--- config.mk ---
export PLATFORM = sky130hd
export DESIGN_NAME = pattern_to_decimal_replace
export DESIGN_NICKNAME = d
export VERILOG_FILES = /design/src/sv/ptdr_pkg.sv /design/src/sv/ptdr_ctrl.sv /design/src/sv/ptdr_dp.sv /design/src/sv/pattern_to_decimal_replace.sv
export SDC_FILE = /design/constraint.sdc
export NUM_CORES = 1
export LEC_CHECK = 0
export ABC_AREA = 1
export BUFFER_PORTS_ARGS = -buffer_cell sky130_fd_sc_hd__buf_2
export CAP_MARGIN = 10
export CORE_ASPECT_RATIO = 2
export CORE_MARGIN = 3
export CORE_UTILIZATION = 62
export CTS_CLUSTER_SIZE = 30
export DETAILED_ROUTE_END_ITERATION = 7
export GPL_TIMING_DRIVEN = 0
export PLACE_DENSITY = 0.91
export SLEW_MARGIN = 30
export SYNTH_ARGS = -nofsm -noshare
export SYNTH_HDL_FRONTEND = slang
export SYNTH_SLANG_ARGS = --single-unit
--- constraint.sdc ---
create_clock -name clk -period 5.85 [get_ports clk]
set_input_delay 1.17 -clock clk [delete_from_list [all_inputs] [get_ports clk]]
set_output_delay 1.17 -clock clk [all_outputs]
set_load 0.02 [all_outputs]
--- src/sv/ptdr_pkg.sv ---
// Shared constants, register indexes and controller/datapath bundles for the pattern replacer.
package ptdr_pkg;

	localparam int MAX_PATTERN = 8;
	localparam int MAX_DIGITS  = 10;
	localparam int BYTE_W      = 8;
	localparam int CFG_W       = 64;
	localparam int IDX_W       = 2;
	localparam int LEN_FIELD_W = 4;
	localparam int VAL_W       = 31;
	localparam int DIG_W       = 4;
	localparam int DCNT_W      = $clog2(MAX_DIGITS);
	localparam int CONV_STEPS  = VAL_W;
	localparam int CONV_W      = $clog2(CONV_STEPS);

	localparam logic [BYTE_W-1:0] ASCII_ZERO = 8'h30;

	typedef enum logic [IDX_W-1:0] {
		REG_LEN = 2'd0,
		REG_PAT = 2'd1,
		REG_VAL = 2'd2
	} reg_idx_t;

	typedef struct packed {
		logic load;
		logic match;
		logic pass;
		logic conv;
		logic dig_emit;
		logic fl_emit;
	} cmd_t;

	typedef struct packed {
		logic ov_free;
		logic full;
		logic match;
		logic eot;
		logic conv_start;
		logic conv_done;
		logic dig_last;
		logic fl_last;
	} status_t;

endpackage

--- src/sv/ptdr_ctrl.sv ---
// Controller state machine: input acceptance, digit emission, flush and value conversion.
module ptdr_ctrl (
	input  logic              clk,
	input  logic              arst_n,
	input  logic              in_valid,
	output logic              in_ready,
	input  ptdr_pkg::status_t st,
	output ptdr_pkg::cmd_t    cmd
);

	typedef enum logic [3:0] {
		ST_IDLE  = 4'b0001,
		ST_CONV  = 4'b0010,
		ST_DIG   = 4'b0100,
		ST_FLUSH = 4'b1000
	} state_t;

	state_t state_q, state_d;
	logic   take;

	assign in_ready = (state_q == ST_IDLE) && st.ov_free && !st.conv_start;
	assign take     = in_valid && in_ready;

	always_comb begin
		state_d = state_q;
		cmd     = '0;
		case (state_q)
			ST_IDLE: begin
				if (st.conv_start) begin
					state_d = ST_CONV;
				end else if (take) begin
					cmd.load = 1'b1;
					if (st.match) begin
						cmd.match = 1'b1;
						state_d   = ST_DIG;
					end else if (st.full && !st.eot) begin
						cmd.pass = 1'b1;
					end else if (st.eot) begin
						state_d = ST_FLUSH;
					end
				end
			end
			ST_CONV: begin
				cmd.conv = 1'b1;
				if (st.conv_done)
					state_d = ST_IDLE;
			end
			ST_DIG: begin
				if (st.ov_free) begin
					cmd.dig_emit = 1'b1;
					if (st.dig_last)
						state_d = ST_IDLE;
				end
			end
			ST_FLUSH: begin
				if (st.ov_free) begin
					cmd.fl_emit = 1'b1;
					if (st.fl_last)
						state_d = ST_IDLE;
				end
			end
			default: begin
				state_d = ST_IDLE;
			end
		endcase
	end

	always_ff @(posedge clk or negedge arst_n) begin
		if (!arst_n)
			state_q <= ST_IDLE;
		else
			state_q <= state_d;
	end

endmodule

--- src/sv/ptdr_dp.sv ---
// Datapath: config registers, byte window, decimal digit store and output register.
module ptdr_dp #(
	parameter int MAX_PATTERN = ptdr_pkg::MAX_PATTERN
) (
	input  logic                             clk,
	input  logic                             arst_n,
	input  ptdr_pkg::cmd_t                   cmd,
	output ptdr_pkg::status_t                st,
	input  logic [ptdr_pkg::BYTE_W-1:0]      data_byte,
	input  logic                             end_of_text,
	output logic                             out_valid,
	input  logic                             out_ready,
	output logic [ptdr_pkg::BYTE_W-1:0]      out_byte,
	output logic                             out_last,
	input  logic                             cfg_we,
	input  logic [ptdr_pkg::IDX_W-1:0]       cfg_index,
	input  logic [ptdr_pkg::CFG_W-1:0]       cfg_data
);

	localparam int CNT_W = $clog2(MAX_PATTERN + 1);
	localparam int PAT_W = MAX_PATTERN * ptdr_pkg::BYTE_W;
	localparam int BW    = ptdr_pkg::BYTE_W;

	logic [CNT_W-1:0]                  len_q, held_q, len_d;
	logic [PAT_W-1:0]                  pat_q;
	logic [BW-1:0]                     win_q   [MAX_PATTERN];
	logic [BW-1:0]                     win_new [MAX_PATTERN];
	logic [ptdr_pkg::VAL_W-1:0]        bin_q;
	logic [ptdr_pkg::DIG_W-1:0]        bcd_q   [ptdr_pkg::MAX_DIGITS];
	logic [ptdr_pkg::DIG_W-1:0]        bcd_adj [ptdr_pkg::MAX_DIGITS];
	logic [ptdr_pkg::DIG_W-1:0]        bcd_nx  [ptdr_pkg::MAX_DIGITS];
	logic [ptdr_pkg::DCNT_W-1:0]       dcount_q, dcount_nx, idx_q;
	logic [ptdr_pkg::CONV_W-1:0]       conv_cnt_q;
	logic                              eot_q;
	logic                              out_valid_q, out_last_q;
	logic [BW-1:0]                     out_byte_q;
	logic [ptdr_pkg::LEN_FIELD_W-1:0]  lv;
	logic                              cmp_ok, emit;

	// length clamp
	always_comb begin
		lv = cfg_data[ptdr_pkg::LEN_FIELD_W-1:0];
		if (lv == '0)
			len_d = CNT_W'(1);
		else if (lv > ptdr_pkg::LEN_FIELD_W'(MAX_PATTERN))
			len_d = CNT_W'(MAX_PATTERN);
		else
			len_d = CNT_W'(lv);
	end

	// window with the incoming byte placed, and pattern compare
	always_comb begin
		cmp_ok = 1'b1;
		for (int i = 0; i < MAX_PATTERN; i++) begin
			win_new[i] = (held_q == CNT_W'(i)) ? data_byte : win_q[i];
			if ((CNT_W'(i) < len_q) && (win_new[i] != pat_q[BW*i +: BW]))
				cmp_ok = 1'b0;
		end
	end

	// one double-dabble step
	always_comb begin
		for (int i = 0; i < ptdr_pkg::MAX_DIGITS; i++)
			bcd_adj[i] = (bcd_q[i] >= 4'd5) ? bcd_q[i] + 4'd3 : bcd_q[i];
		bcd_nx[0] = {bcd_adj[0][2:0], bin_q[ptdr_pkg::VAL_W-1]};
		for (int i = 1; i < ptdr_pkg::MAX_DIGITS; i++)
			bcd_nx[i] = {bcd_adj[i][2:0], bcd_adj[i-1][3]};
		dcount_nx = ptdr_pkg::DCNT_W'(1);
		for (int i = 1; i < ptdr_pkg::MAX_DIGITS; i++)
			if (bcd_nx[i] != '0)
				dcount_nx = ptdr_pkg::DCNT_W'(i + 1);
	end

	assign emit = cmd.pass || cmd.dig_emit || cmd.fl_emit;

	always_comb begin
		st.ov_free    = !out_valid_q || out_ready;
		st.full       = (held_q + CNT_W'(1)) == len_q;
		st.match      = st.full && cmp_ok;
		st.eot        = end_of_text;
		st.conv_start = cfg_we && (cfg_index == ptdr_pkg::REG_VAL);
		st.conv_done  = conv_cnt_q == ptdr_pkg::CONV_W'(ptdr_pkg::CONV_STEPS - 1);
		st.dig_last   = idx_q == '0;
		st.fl_last    = held_q == CNT_W'(1);
	end

	// control and config state
	always_ff @(posedge clk or negedge arst_n) begin
		if (!arst_n) begin
			len_q       <= CNT_W'(1);
			pat_q       <= '0;
			held_q      <= '0;
			dcount_q    <= ptdr_pkg::DCNT_W'(1);
			conv_cnt_q  <= '0;
			idx_q       <= '0;
			eot_q       <= 1'b0;
			out_valid_q <= 1'b0;
			for (int i = 0; i < ptdr_pkg::MAX_DIGITS; i++)
				bcd_q[i] <= '0;
		end else begin
			if (cfg_we && cfg_index == ptdr_pkg::REG_LEN) begin
				len_q  <= len_d;
				held_q <= '0;
			end
			if (cfg_we && cfg_index == ptdr_pkg::REG_PAT)
				pat_q <= cfg_data[PAT_W-1:0];
			if (st.conv_start) begin
				conv_cnt_q <= '0;
				for (int i = 0; i < ptdr_pkg::MAX_DIGITS; i++)
					bcd_q[i] <= '0;
			end else if (cmd.conv) begin
				conv_cnt_q <= conv_cnt_q + 1'b1;
				bcd_q      <= bcd_nx;
				if (st.conv_done)
					dcount_q <= dcount_nx;
			end
			if (cmd.load) begin
				if (cmd.match) begin
					held_q <= '0;
					idx_q  <= dcount_q - 1'b1;
					eot_q  <= end_of_text;
				end else if (!cmd.pass) begin
					held_q <= held_q + CNT_W'(1);
				end
			end
			if (cmd.dig_emit)
				idx_q <= idx_q - 1'b1;
			if (cmd.fl_emit)
				held_q <= held_q - CNT_W'(1);
			if (emit)
				out_valid_q <= 1'b1;
			else if (out_ready)
				out_valid_q <= 1'b0;
		end
	end

	// payload
	always_ff @(posedge clk) begin
		if (st.conv_start)
			bin_q <= cfg_data[ptdr_pkg::VAL_W-1:0];
		else if (cmd.conv)
			bin_q <= {bin_q[ptdr_pkg::VAL_W-2:0], 1'b0};
		if (cmd.load && !cmd.match) begin
			if (cmd.pass) begin
				for (int i = 0; i < MAX_PATTERN - 1; i++)
					win_q[i] <= win_new[i+1];
			end else begin
				win_q <= win_new;
			end
		end
		if (cmd.fl_emit)
			for (int i = 0; i < MAX_PATTERN - 1; i++)
				win_q[i] <= win_q[i+1];
		if (cmd.pass) begin
			out_byte_q <= win_new[0];
			out_last_q <= 1'b0;
		end else if (cmd.dig_emit) begin
			out_byte_q <= ptdr_pkg::ASCII_ZERO + BW'(bcd_q[idx_q]);
			out_last_q <= eot_q && (idx_q == '0);
		end else if (cmd.fl_emit) begin
			out_byte_q <= win_q[0];
			out_last_q <= held_q == CNT_W'(1);
		end
	end

	assign out_valid = out_valid_q;
	assign out_byte  = out_byte_q;
	assign out_last  = out_last_q;

endmodule

--- src/sv/pattern_to_decimal_replace.sv ---
// Top level of the streaming pattern-to-decimal replacer.
// Usage:
//   Input channel (in_valid/in_ready, data_byte, end_of_text) takes one word per cycle.
//   Output channel (out_valid/out_ready, out_byte, out_last) gives rewritten text.
//   cfg_we/cfg_index/cfg_data write pattern length (0), pattern bytes (1) and the
//   replacement value (2) while the block is idle (a rule for the user, not enforced).
//   Up to pattern-length minus one words are held back; once the window is full and
//   does not match, each accepted word releases its oldest byte to the output register,
//   so plain text streams at one word per cycle while the receiver does not stall.
//   A match takes the word, then emits one digit per unstalled cycle (1 to 10),
//   input held off meanwhile. A final word flushes the held bytes the same way.
//   A write of the replacement value starts a binary-to-decimal conversion
//   (one shift-add-3 step per cycle); in_ready stays low until it ends.
//   When the receiver stalls, the output register holds its word and in_ready drops.
//   Reset empties the window, sets length 1, pattern 0 and value 0 (digit "0").
module pattern_to_decimal_replace #(
	parameter int MAX_PATTERN = ptdr_pkg::MAX_PATTERN
) (
	input  logic                         clk,
	input  logic                         arst_n,
	input  logic                         in_valid,
	output logic                         in_ready,
	input  logic [ptdr_pkg::BYTE_W-1:0]  data_byte,
	input  logic                         end_of_text,
	output logic                         out_valid,
	input  logic                         out_ready,
	output logic [ptdr_pkg::BYTE_W-1:0]  out_byte,
	output logic                         out_last,
	input  logic                         cfg_we,
	input  logic [ptdr_pkg::IDX_W-1:0]   cfg_index,
	input  logic [ptdr_pkg::CFG_W-1:0]   cfg_data
);

	ptdr_pkg::cmd_t    cmd;
	ptdr_pkg::status_t st;

	ptdr_ctrl u_ctrl (
		.clk      (clk),
		.arst_n   (arst_n),
		.in_valid (in_valid),
		.in_ready (in_ready),
		.st       (st),
		.cmd      (cmd)
	);

	ptdr_dp #(
		.MAX_PATTERN (MAX_PATTERN)
	) u_dp (
		.clk         (clk),
		.arst_n      (arst_n),
		.cmd         (cmd),
		.st          (st),
		.data_byte   (data_byte),
		.end_of_text (end_of_text),
		.out_valid   (out_valid),
		.out_ready   (out_ready),
		.out_byte    (out_byte),
		.out_last    (out_last),
		.cfg_we      (cfg_we),
		.cfg_index   (cfg_index),
		.cfg_data    (cfg_data)
	);

endmodule

==> summary.txt <==
status: finished, final reports clean
hold crit path type: reg -> reg
critical-path cell list: inv_1 > ha_1 > nand3_1 > inv_1 > buf_2 > nand2_1 > nand2_1 > nand2_1 > nand2_1 > nor2_1 > nand2_1 > nor2_1 > nand2_1 > nand2_1 > nand3_1 > nand2_2 > a21oi_2 > inv_2 > buf_2 > nand2_4 > buf_12
Top Ports: 91
Seq/Total Area, Yosys: 0.449
first-pass GRT wire length: 74.8 mm
Mapped Area: 0.0143 mm²
CTS tree: yes
Req. time, crit path: 6.05 ns
Least-Margin Pin Slew: 0.885 ns
P per Cell Area: 407 mW/mm²
highest clock rate: 0.212 GHz
Die W: 113 µm
Remaining DRCs: 0
CP Launch Type: flip-flop
Detail Placement HPWL: 36.2 mm
# Post-CTS Setup Buffers: 0
CTS Buffer Depth: 3
Ys Warns: 0
remaining antenna violation count after routing: 0
Layout Skew: 0.0318 ns
CP peak stage delay: 0.56 ns
port buffer count: 89
Slew Limit Fails: 0
Antenna diodes: 0
synthesized flop and latch total: 235
crit path max fanout: 37
EDFF count, synth: 103
Syn Nets: 2030
routed len/inst: 21.0 µm
endpoints failing setup: 0
crit path kind: reg -> reg
Clock Latency Late Sink: 0.55 ns
peak supply drop: 0.000319 V
Max Cap Violations: 0
RSZ-0062 raised after global routing: false
endpoint type of the worst setup path: flip-flop
endpoints failing hold: 0
routed via count: 14402
die area: 0.0250 mm²
pin count of the biggest net entering global routing: 78
Starting DRT DRC Count: 1578
Final nets: 2146
GRT Total Usage: 0.392
R2R depth: 21
Core Footprint: 0.0224 mm²
vias in the first global route: 14371
leak pwr: 7.72 nW
# fillers: 1821
clk root buf: clkbuf_16
antenna violations before repair: 0
Worst-path clk slew: 0.07 ns
Detailed Route WL: 48.9 mm
crit share post-route: 0.806
Mapped Cells: 1922
vias per std cell: 6.18
1st-pass router iterations: 6
TritonCTS Buffers: 22
Die Ht: 220 µm
CP most frequent cell: nand2_1
TritonCTS Sinks: 235
area delta synth->final: 11.6%
total power: 0.00647 W
top_reg_cell synth: dfrtp_1
slowest CP cell: a21oi_2
Hold-fix buffers, CTS: 0
min Tclk post-route: 4.72 ns
worst hold path cell count: 2
initial core utilization: 0.638
layout cells sized above 1: 0.0930
Distinct cells, synth: 48
Avg Cell Area, Syn: 7.42 µm²
Async SR Flop Fraction: 0.557
grt ovf: 0
arrival time worst endpoint: 4.92 ns
post-cts sizing count: 0
post-route setup TNS: 0 ns
routability-driven placement congestion ratio: 1.03
row count: 77
Max-Slew Margin vs Limit: 0.410
H-tree depth: 1
where the power goes:
group / internal, W / switching (W) / total, W
clock network: 0.000893 / 0.000675 / 0.00157
registers: 0.00214 / 0.000214 / 0.00236
logic: 0.000775 / 0.00177 / 0.00255
sequential cells by signal, indices dropped and copies added, names as in the netlist, 4 cells and up:
name / count
u_dp.held_q: 4
u_dp.dcount_q: 4
u_ctrl.state_q: 4
u_dp.len_q: 4
u_dp.pat_q: 64
u_dp.out_byte: 8
u_dp.bcd_q: 40
u_dp.idx_q: 4
u_dp.conv_cnt_q: 5
u_dp.win_q: 64
u_dp.bin_q: 31
metal layers:
metal / global-route usage / wire [µm] / vias to the layer above
met2: 0.690 / 24700 / 904
met4: 0.365 / 5590 / 0
met5: 0 / 0 / -
met1: 0.380 / 14700 / 6594
met3: 0.0679 / 3910 / 341
li1: - / - / 6563
path summary, 6_finish.rpt:
kind | from | endpoint | slack, ns
worst max register to register | u_dp.held_q[0] | u_dp.win_q[33] | 1.13
worst max-delay path | u_dp.held_q[0] | u_dp.win_q[33] | 1.13
max in group asynchronous | arst_n | u_dp.pat_q[26] | 4.52
worst min register to register | u_dp.bin_q[30] | u_dp.bcd_q[36] | 0.50
worst min-delay path | u_dp.bin_q[30] | u_dp.bcd_q[36] | 0.50
min in group asynchronous | arst_n | u_dp.bcd_q[0] | 0.53
logic make-up (layout without fill, tap and decap cells):
family	Yosys count	in the layout	synth area share
compound gates	399	399	0.153
xor+xnor	25	25	0.0154
fa+ha+maj	28	28	0.0246
buf+inv	343	475	0.0959
flops	235	235	0.449
mux	6	6	0.00474
simple gates	886	886	0.258
placed cells by master (no fill, tap or decap), types with 3 or more instances in the layout:
| master | Yosys | layout |
|---|---|---|
| xnor2_1 | 3 | 3 |
| a21oi_1 | 78 | 78 |
| o21a_1 | 5 | 5 |
| clkbuf_1 | 46 | 50 |
| nand4_1 | 12 | 12 |
| clkbuf_16 | 0 | 25 |
| xor2_1 | 22 | 22 |
| dfstp_2 | 3 | 3 |
| ha_1 | 28 | 28 |
| nand2_1 | 565 | 564 |
| dfrtp_1 | 128 | 128 |
| o22ai_1 | 49 | 49 |
| nand3_1 | 156 | 156 |
| o21ai_1 | 38 | 38 |
| nand2_2 | 3 | 3 |
| o21ai_0 | 192 | 192 |
| clkinv_1 | 4 | 4 |
| o211ai_1 | 15 | 15 |
| nor4_1 | 4 | 4 |
| a31oi_1 | 4 | 4 |
| buf_1 | 3 | 3 |
| edfxtp_1 | 103 | 103 |
| inv_1 | 253 | 253 |
| buf_2 | 20 | 108 |
| nor3_1 | 8 | 8 |
| buf_4 | 10 | 10 |
| o21ai_2 | 6 | 6 |
| nand3b_1 | 17 | 17 |
| nor2_1 | 114 | 114 |
| inv_2 | 4 | 4 |
| mux2_2 | 6 | 6 |
cells in the mapped netlist, drive strengths merged, types with 15 or more instances:
cell	number	share of area
nand2	568	0.15
o211ai	15	0.0079
dfrtp	128	0.22
edfxtp	103	0.22
ha	28	0.025
nand3	158	0.057
buf	35	0.015
nand3b	17	0.0090
xor2	22	0.014
o21ai	236	0.084
inv	257	0.068
nor2	116	0.031
o22ai	49	0.022
clkbuf	47	0.012
a21oi	79	0.028
through the flow:
step	hold WS [ns]	area [µm²]	util	setup WS, ns	instances
floorplan	0.430	14300	-	1.39	1922
global placement	0.466	15000	0.673	-0.603	2287
detailed placement	0.473	15100	0.677	0.817	2290
CTS	0.485	15900	0.712	1.35	2330
global route	0.509	15900	0.712	0.961	2330
finish	0.495	15900	0.712	1.13	2330
area by class of cell:
| class | instances | area [µm²] | area share |
|---|---|---|---|
| Timing Repair Buffer | 92 | 531 | 0.0333 |
| Multi-Input combinational cell | 1344 | 6500 | 0.408 |
| Sequential cell | 235 | 6390 | 0.402 |
| Inverter | 261 | 980 | 0.0616 |
| Tap cell | 276 | 345 | 0.0217 |
| Clock inverter | 8 | 100 | 0.00629 |
| Clock buffer | 32 | 672 | 0.0422 |
| Buffer | 82 | 388 | 0.0244 |
worst max-delay path: cells and delay by family, from the launching register on:
kind	cells	cell delay, ns
AND/OR/NAND/NOR	13	1.61
buffers and inverters	6	1.36
AO/OA/AOI/OAI	1	0.56
flip-flops	1	0.47
adder cells (fa/ha/maj)	1	0.31
Note: power is estimated with default switching activity, not from simulation.
